===== src/rtl/cesd_pkg.sv =====
// Shared types, character codes and escape table for the C escape decoder.
package cesd_pkg;

  // Decoder modes, one-hot.
  typedef enum logic [4:0] {
    MODE_TEXT     = 5'b00001,
    MODE_ESC      = 5'b00010,
    MODE_HEXSTART = 5'b00100,
    MODE_HEX      = 5'b01000,
    MODE_OCT      = 5'b10000
  } mode_t;

  // One queued result beat.
  typedef struct packed {
    logic [7:0] data;
    logic       last;
  } result_t;

  localparam int unsigned RESULT_DEPTH = 4;
  localparam int unsigned PTR_W        = $clog2(RESULT_DEPTH);
  localparam int unsigned CNT_W        = $clog2(RESULT_DEPTH + 1);

  localparam logic [1:0] OCT_LAST_DIGIT = 2'd2;  // digits taken before the third one

  localparam logic [7:0] CH_BSLASH = 8'h5C;
  localparam logic [7:0] CH_X      = 8'h78;
  localparam logic [7:0] CH_0      = 8'h30;
  localparam logic [7:0] CH_7      = 8'h37;
  localparam logic [7:0] CH_9      = 8'h39;
  localparam logic [7:0] CH_LA     = 8'h61;
  localparam logic [7:0] CH_LF     = 8'h66;
  localparam logic [7:0] CH_UA     = 8'h41;
  localparam logic [7:0] CH_UF     = 8'h46;

  // Single-letter escapes; anything else maps to itself.
  function automatic logic [7:0] escape_code(input logic [7:0] c);
    logic [7:0] r;
    case (c)
      8'h61:   r = 8'h07;  // a
      8'h62:   r = 8'h08;  // b
      8'h66:   r = 8'h0C;  // f
      8'h6E:   r = 8'h0A;  // n
      8'h72:   r = 8'h0D;  // r
      8'h74:   r = 8'h09;  // t
      8'h76:   r = 8'h0B;  // v
      default: r = c;
    endcase
    return r;
  endfunction

endpackage


===== src/rtl/c_escape_sequence_decoder.sv =====
// C escape decoder: one input byte per beat, up to two decoded bytes queued per beat.
// Decoded bytes are written into the registered result queue and presented on out_valid from its head.
// Throughput: one input beat per cycle while each yields at most one byte and out_ready is
// high; a beat that yields two bytes fills the 4-entry result queue faster than it drains.
// in_ready is high while the result queue has room for two bytes.
// Reset (rst, synchronous) returns to plain text mode and empties the result queue.
module c_escape_sequence_decoder (
  input  logic       clk,
  input  logic       rst,
  input  logic       in_valid,
  output logic       in_ready,
  input  logic [7:0] ch,
  input  logic       is_final,
  output logic       out_valid,
  input  logic       out_ready,
  output logic [7:0] out_byte,
  output logic       out_final
);

  cesd_pkg::mode_t mode, mode_next;
  logic [7:0]      accum, accum_next;
  logic [1:0]      octal_digits, octal_digits_next;

  cesd_pkg::result_t                  queue [cesd_pkg::RESULT_DEPTH];
  logic [cesd_pkg::PTR_W-1:0]         wr_ptr, rd_ptr;
  logic [cesd_pkg::CNT_W-1:0]         count;

  logic       push, pop;
  logic [7:0] r0, r1, flush_byte, oct_shift;
  logic [1:0] n_res;
  logic       is_hex, is_oct;
  logic [3:0] hex_val;

  assign in_ready  = (count <= cesd_pkg::CNT_W'(cesd_pkg::RESULT_DEPTH - 2));
  assign push      = in_valid && in_ready;
  assign out_valid = (count != '0);
  assign pop       = out_valid && out_ready;
  assign out_byte  = queue[rd_ptr].data;
  assign out_final = queue[rd_ptr].last;

  always_comb begin
    is_oct  = (ch >= cesd_pkg::CH_0) && (ch <= cesd_pkg::CH_7);
    is_hex  = ((ch >= cesd_pkg::CH_0) && (ch <= cesd_pkg::CH_9)) ||
              ((ch >= cesd_pkg::CH_LA) && (ch <= cesd_pkg::CH_LF)) ||
              ((ch >= cesd_pkg::CH_UA) && (ch <= cesd_pkg::CH_UF));
    // letters a-f / A-F have low nibble 1..6
    hex_val = (ch <= cesd_pkg::CH_9) ? ch[3:0] : ch[3:0] + 4'd9;
    oct_shift = {accum[4:0], ch[2:0]};
  end

  always_comb begin
    mode_next         = mode;
    accum_next        = accum;
    octal_digits_next = octal_digits;
    r0    = ch;
    r1    = ch;
    n_res = 2'd0;
    case (mode)
      cesd_pkg::MODE_ESC: begin
        if (ch == cesd_pkg::CH_X) begin
          mode_next = cesd_pkg::MODE_HEXSTART;
        end else if (is_oct) begin
          accum_next        = {5'd0, ch[2:0]};
          octal_digits_next = 2'd1;
          mode_next         = cesd_pkg::MODE_OCT;
        end else begin
          r0        = cesd_pkg::escape_code(ch);
          n_res     = 2'd1;
          mode_next = cesd_pkg::MODE_TEXT;
        end
      end
      cesd_pkg::MODE_HEXSTART: begin
        if (is_hex) begin
          accum_next = {4'd0, hex_val};
          mode_next  = cesd_pkg::MODE_HEX;
        end else begin
          r0    = cesd_pkg::CH_X;
          n_res = 2'd1;
          if (ch == cesd_pkg::CH_BSLASH) begin
            mode_next = cesd_pkg::MODE_ESC;
          end else begin
            n_res     = 2'd2;
            mode_next = cesd_pkg::MODE_TEXT;
          end
        end
      end
      cesd_pkg::MODE_HEX: begin
        if (is_hex) begin
          accum_next = {accum[3:0], hex_val};
        end else begin
          r0                = accum;
          n_res             = 2'd1;
          accum_next        = '0;
          octal_digits_next = '0;
          if (ch == cesd_pkg::CH_BSLASH) begin
            mode_next = cesd_pkg::MODE_ESC;
          end else begin
            n_res     = 2'd2;
            mode_next = cesd_pkg::MODE_TEXT;
          end
        end
      end
      cesd_pkg::MODE_OCT: begin
        if (is_oct) begin
          if (octal_digits == cesd_pkg::OCT_LAST_DIGIT) begin
            r0                = oct_shift;
            n_res             = 2'd1;
            accum_next        = '0;
            octal_digits_next = '0;
            mode_next         = cesd_pkg::MODE_TEXT;
          end else begin
            accum_next        = oct_shift;
            octal_digits_next = octal_digits + 2'd1;
          end
        end else begin
          r0                = accum;
          n_res             = 2'd1;
          accum_next        = '0;
          octal_digits_next = '0;
          if (ch == cesd_pkg::CH_BSLASH) begin
            mode_next = cesd_pkg::MODE_ESC;
          end else begin
            n_res     = 2'd2;
            mode_next = cesd_pkg::MODE_TEXT;
          end
        end
      end
      default: begin
        if (ch == cesd_pkg::CH_BSLASH) begin
          mode_next = cesd_pkg::MODE_ESC;
        end else begin
          n_res     = 2'd1;
          mode_next = cesd_pkg::MODE_TEXT;
        end
      end
    endcase

    // end of string: flush whatever escape is still open, then clear state
    case (mode_next)
      cesd_pkg::MODE_ESC:      flush_byte = 8'h00;
      cesd_pkg::MODE_HEXSTART: flush_byte = cesd_pkg::CH_X;
      default:                 flush_byte = accum_next;
    endcase
    if (is_final) begin
      if (mode_next != cesd_pkg::MODE_TEXT) begin
        if (n_res == 2'd0) begin
          r0    = flush_byte;
          n_res = 2'd1;
        end else begin
          r1    = flush_byte;
          n_res = 2'd2;
        end
      end
      mode_next         = cesd_pkg::MODE_TEXT;
      accum_next        = '0;
      octal_digits_next = '0;
    end
  end

  always_ff @(posedge clk) begin
    if (rst) begin
      mode         <= cesd_pkg::MODE_TEXT;
      accum        <= '0;
      octal_digits <= '0;
      wr_ptr       <= '0;
      rd_ptr       <= '0;
      count        <= '0;
    end else begin
      if (push) begin
        mode         <= mode_next;
        accum        <= accum_next;
        octal_digits <= octal_digits_next;
        wr_ptr       <= wr_ptr + cesd_pkg::PTR_W'(n_res);
      end
      if (pop) begin
        rd_ptr <= rd_ptr + cesd_pkg::PTR_W'(1);
      end
      count <= count + (push ? cesd_pkg::CNT_W'(n_res) : '0) - cesd_pkg::CNT_W'(pop);
    end
  end

  always_ff @(posedge clk) begin
    if (push && (n_res != 2'd0)) begin
      queue[wr_ptr] <= '{data: r0, last: is_final && (n_res == 2'd1)};
    end
    if (push && (n_res == 2'd2)) begin
      queue[wr_ptr + cesd_pkg::PTR_W'(1)] <= '{data: r1, last: is_final};
    end
  end

endmodule

===== config.mk =====
export PLATFORM = sky130hd
export DESIGN_NAME = c_escape_sequence_decoder
export DESIGN_NICKNAME = d
export VERILOG_FILES = /design/src/rtl/cesd_pkg.sv /design/src/rtl/c_escape_sequence_decoder.sv
export SDC_FILE = /design/constraint.sdc
export NUM_CORES = 1
export LEC_CHECK = 0
export ABC_AREA = 1
export BUFFER_PORTS_ARGS = -buffer_cell sky130_fd_sc_hd__buf_4
export CORE_MARGIN = 2
export CORE_UTILIZATION = 35
export CTS_CLUSTER_SIZE = 25
export DETAILED_ROUTE_END_ITERATION = 16
export GPL_ROUTABILITY_DRIVEN = 0
export PLACE_DENSITY_LB_ADDON = 0.1
export SYNTH_ARGS = -nofsm -noshare
export SYNTH_HDL_FRONTEND = slang
export SYNTH_SLANG_ARGS = --single-unit

===== constraint.sdc =====
create_clock -name clk -period 3.4 [get_ports clk]
set_input_delay 0 -clock clk [delete_from_list [all_inputs] [get_ports clk]]
set_output_delay 0 -clock clk [all_outputs]
set_load 0.005 [all_outputs]

* Word-level counts from Yosys, hierarchy flattened
Memory sizes are Yosys's and may differ from the RTL's. A register that Yosys moved wholly into a read port is not among the register bits. Cells that the tools add are included.
Word-level totals: register bits after elaboration 22, RAM bits 36, input port bits 13, output and inout port bits 11, word-level logic and storage cells 119, memories kept 1
Cells by class: add/subtract/negate cells 7, magnitude comparators 8, equal/unequal tests 22, muxes and demuxes 58, reduce and logical (&&, ||, !) cells 17
Memories:
- queue | depth 4, width 9, rd ports 1, clocked after memory_dff 1, wr ports 2, line c_escape_sequence_decoder.sv:24 | cesd_pkg::result_t queue [cesd_pkg::RESULT_DEPTH];
Operator list (count):
- two-way mux 8 bit | 19
- == test 8 x 7 -> 1 bit (second input constant) | 9
- one-hot mux 8 bit (4 select lines) | 2
- one-hot mux 8 bit (7 select lines) | 1
- two-way mux 2 bit | 16
- two-way mux 5 bit | 6
- one-hot mux 5 bit (4 select lines) | 1
- greater-or-equal comparator 8 x 7 -> 1 bit (second input constant) | 2
- <= comparator 8 x 6 -> 1 bit (second input constant) | 2
- <= comparator 8 x 7 -> 1 bit (second input constant) | 2
- one-hot mux 8 bit (2 select lines) | 1
- one-hot mux 2 bit (3 select lines) | 2
- == test 5 x 2 -> 1 bit (second input constant) | 2
- == test 5 x 3 -> 1 bit (second input constant) | 2
- logical AND 1 bit | 9
- inequality test 3 bit (second input constant) | 3
- greater-or-equal comparator 8 x 6 -> 1 bit (second input constant) | 1
- two-way mux 1 bit | 8
- two-way mux 4 bit | 2
- adder 2 x 1 -> 2 bit (second input constant) | 3
- == test 5 x 4 -> 1 bit (second input constant) | 1
- == test 5 bit (second input constant) | 1
- inequality test 5 x 1 -> 1 bit (second input constant) | 1
- AND reduction 5 bit | 1
- other kinds (13) | 15

* Longest topological paths before layout
depth in word-level cells 14, gate-level depth with buffers 24, gate-level depth less buffers 24

* Least setup slack after synthesis
OpenSTA, ideal clock, no wires.
path kind register to register, start reg mode[2], end reg count[2] (netlist bit), arrival time 2.799 ns, required time 3.280 ns, slack 0.481 ns, cell stages (with the launch flop) 20, clock period less this slack 2.919 ns, cell sequence dfxtp_1 > nor2_1 > nand4_1 > nand2_1 > nor2_4 > nand2_2 > inv_1 > nor2_4 > nand2_4 > nand2_1 > nand2_1 > inv_1 > nand2_1 > ha_1 > inv_1 > ha_1 > fa_1 > xor2_1 > o21ai_0 > a21oi_1
Between the ends: word-level cells in the longest chain between the ends 10, elaborated cells between the ends (all ways) 18, classes of those cells add/sub: 2; eq/ne: 5; mux: 9; reduce/logical: 2
RTL lines:
- start: declaration | line c_escape_sequence_decoder.sv:20 | cesd_pkg::mode_t mode, mode_next;
- start signal: assignment | line c_escape_sequence_decoder.sv:162 | mode <= cesd_pkg::MODE_TEXT;
- start signal: assignment | line c_escape_sequence_decoder.sv:170 | mode <= mode_next;
- == test 5 x 4 -> 1 bit / == test 5 x 3 -> 1 bit (equally long branches) | line c_escape_sequence_decoder.sv:58 | case (mode)
- OR reduction 2 bit (no line)
- one-hot mux 2 bit (3 select lines) | line c_escape_sequence_decoder.sv:58
- zero test 2 bit | line c_escape_sequence_decoder.sv:146 | if (n_res == 2'd0) begin
- two-way mux 2 bit | line c_escape_sequence_decoder.sv:146
- two-way mux 2 bit | line c_escape_sequence_decoder.sv:145 | if (mode_next != cesd_pkg::MODE_TEXT) begin
- two-way mux 2 bit * | line c_escape_sequence_decoder.sv:144 | if (is_final) begin
- two-way mux 2 bit * | line c_escape_sequence_decoder.sv:178 | count <= count + (push ? cesd_pkg::CNT_W'(n_res) : '0) - cesd_pkg::CNT_W'(pop);
- adder 3 x 2 -> 3 bit * | line c_escape_sequence_decoder.sv:178
- subtractor 3 x 1 -> 3 bit * | line c_escape_sequence_decoder.sv:178
- end signal: assignment | line c_escape_sequence_decoder.sv:178
- end: declaration | line c_escape_sequence_decoder.sv:26 | logic [cesd_pkg::CNT_W-1:0] count;
Mark *: on every way between the ends. The rest lies on a longest branch, timed or not. A chain may end at the register's enable or synchronous reset.

* Final worst setup path
start reg mode[0], end reg count[2] (netlist bit)
The elaborated chain is that of the path after synthesis.

==> run metrics <==
initial antenna violation count=0; # rows=40; main combinational cell family by area after synthesis=simple AND/OR/NAND/NOR gates; Via density=5.16; Synth Area in XOR/XNOR=0.597%; min Tclk post-route=3.15 ns; highest routed layer=met4; Antenna Nets Post-Route=0; most frequent cells in the layout=nand2_1, nor2_1, inv_1; Hold Path Stages=3; CP max FO=10; DR WL/cell=approximately 15 um; crit end category=register; worst min path class=in -> reg; routed wl met3=around 800 um; Ports=24; first-pass GRT wire length=20800 um; number of buffers on the longest clock path=2; non-filler cells in the finished layout=847; H-tree depth=3; setup total negative slack=0 ns; Max Slew Vio Count=0; post-synthesis mux area share=0%; CTS tree=built; Lkg Pwr=2.18 nW; Simple-Gate Fraction of Synth Area=37.9%; part of the power in registers=39.6%; final hold violations=0; Pre-Repair DR Iteration Count=5; Post-route DRC=0; CTS Buf Count=9; fmax=about 0.32 GHz; switching pwr=741 uW; diode count=0; core area=0.0122 mm^2; crit path DAT=3.38 ns; initial DRC count=between 300 and 400; Clk Latency, worst-skew pair=about 0.33 ns; Post-Synthesis Cells=~640; final core occ=about two fifths; kind of critical path=reg -> reg; port buffer count=23; Overflow after GRT=0; Die W=approximately 120 um; period utilization=92.8%; metal2 WL=6130 um; Worst Path Required=roughly 3.6 ns; Syn Nets=667; Clock Skews=0.00679 ns; Die H=116 um; P_int=1.58 mW; average size of a mapped cell=6.84 um^2; wire length on met1=approximately 5800 um; starting density of the core=36.2%; most common cell after layout, fill and taps aside=nand2_1; worst IR drop on VDD=between 0.2 and 0.25 mV; placed inst area=0.00472 mm^2; Max Cap Violations=0; cell count after placement=824; share of cells above drive strength 1=15.0%; Slew HR=47.2%; DR vias=4373; worst r2r path cells=19; vias in the first global route=4063; share of the yosys chip area belonging to registers=35.5%; actual slew at the worst max-slew pin=0.789 ns; Synth Register Bits=60; Cell Pwr Density=459 mW/mm^2; aggregate global-route resource usage=20.1%; compound-cell area share of the yosys netlist=14.6%; detailed placement HPWL=approximately 10000 um; Area Growth Syn to Fin=14.9%; Logic pwr share=25.8%; Post-Route WL=~13000 um; post-route setup slack=about 0.25 ns; CP Launch Type=register; yosys warns=0; Nets=697; Setup Viol. Count Final=0; Clk pwr share=34.6%; largest net degree at the start of global routing=20; run status=completed; switch share=a little under a third; final instance area=a little over 0.005 mm^2; clk root buf=clkbuf_16; Clock transition at path regs=0.06 ns; Synth Area in Adders=about 3.0%; die outline area=0.0135 mm^2; pre-CTS WS=0.174 ns; Clock Sinks=60; Yosys cell types=43; Syn Std Cell Area=between 0.004 and 0.005 mm^2
## cells by family after synthesis
kind of cell / Yosys count
AND/OR/NAND/NOR: 366
AO/OA/AOI/OAI: 117
buffers and inverters: 88
flip-flops: 60
adder cells (fa/ha/maj): 10
XOR/XNOR: 3
## synth_stat cells, drive strengths merged
library cell,instances,share of area (%)
dfxtp,24,11
ha,9,2.6
edfxtp,36,25
nand2,222,20
xor2,3,0.60
inv,70,6.0
nor3,2,0.34
or2,1,0.14
o21ai,52,5.9
o221ai,1,0.20
o211ai,6,1.0
nand4,16,3.1
nor2,68,7.0
a31oi,2,0.28
nand3,52,6.6
o41ai,1,0.20
a211oi,1,0.17
a21oi,35,4.0
clkinv,3,0.37
buf,7,1.4
o22ai,15,2.1
o21a,1,0.17
and3,1,0.14
fa,1,0.45
o32ai,1,0.20
clkbuf,8,0.68
a22oi,2,0.34
nor3b,2,0.34
and2,2,0.28
## what timing repair did
item / 4_1_cts / 5_1_grt
hold buffers: 1 / 0
resized for setup: 0 / 4
endpoints found under the setup margin: 0 / 1
endpoints found under the hold margin: 15 / 0
setup buffers: 0 / 6
## sequential cells by signal (all words and copies together), names as in the netlist, named ones only
signal,count
queue,36
mode,5
octal_digits,2
wr_ptr,2
accum,8
rd_ptr,2
count,3
## final cells by class
type / instances / area, um^2
timing repair buffer: 34 / 258
clock buffer: 9 / 225
inverter: 73 / 282
sequential: 60 / 1560
fill: 1296 / 7100
clock inverter: 7 / 43.8
multi-input combinational: 496 / 2480
tap: 168 / 210
## power groups by stage
| stage | clock network (mW) | registers (mW) | logic, mW |
|---|---|---|---|
| after floorplan | 0 | 0.905 | 0.397 |
| after global placement | 0 | 0.935 | 0.603 |
| after global routing | 0.853 | 0.931 | 0.687 |
| after CTS | 0.827 | 0.923 | 0.609 |
| after detailed placement | 0 | 0.937 | 0.604 |
| final | 0.804 | 0.920 | 0.599 |
## critical path, cell delays in order (launching register included)
cell and delay [ns]:
dfxtp_1 0.31, nor2_2 0.17, nand4_1 0.24, nand2_4 0.18, nor2_4 0.08, nand2_2 0.14, inv_1 0.09, nor2_4 0.15
nand2_4 0.09, nand2_1 0.09, nand2_1 0.12, inv_1 0.10, nand2_1 0.06, ha_1 0.26, inv_1 0.04, ha_1 0.18
fa_1 0.38, xor2_1 0.18, o21ai_0 0.14, a21oi_1 0.05
## through the flow
| stage | hold slack (ns) | power [mW] |
|---|---|---|
| after floorplan | 0.163 | 1.30 |
| after CTS | 0.00916 | 2.36 |
| after global placement | 0.309 | 1.54 |
| after global routing | 0.0477 | 2.47 |
| final | 0.0176 | 2.32 |
| after detailed placement | 0.320 | 1.54 |
## worst paths after layout
path                                            from                    to  slack [ns]
worst min register to register   count[2]$_SDFF_PP0_   count[2]$_SDFF_PP0_        0.48
worst max-delay path            mode[0]$_SDFFE_PP1P_   count[2]$_SDFF_PP0_        0.25
worst max register to register  mode[0]$_SDFFE_PP1P_   count[2]$_SDFF_PP0_        0.25
worst min-delay path                        is_final  mode[0]$_SDFFE_PP1P_        0.02
## layer usage
metal | global-route usage [%] | vias up
met5 | 0 | -
met2 | 33.3 | 161
met4 | 7.46 | 0
met1 | 25.8 | 1986
met3 | 4.72 | 17
li1 | - | 2209
(Power assumes the default switching activity.)
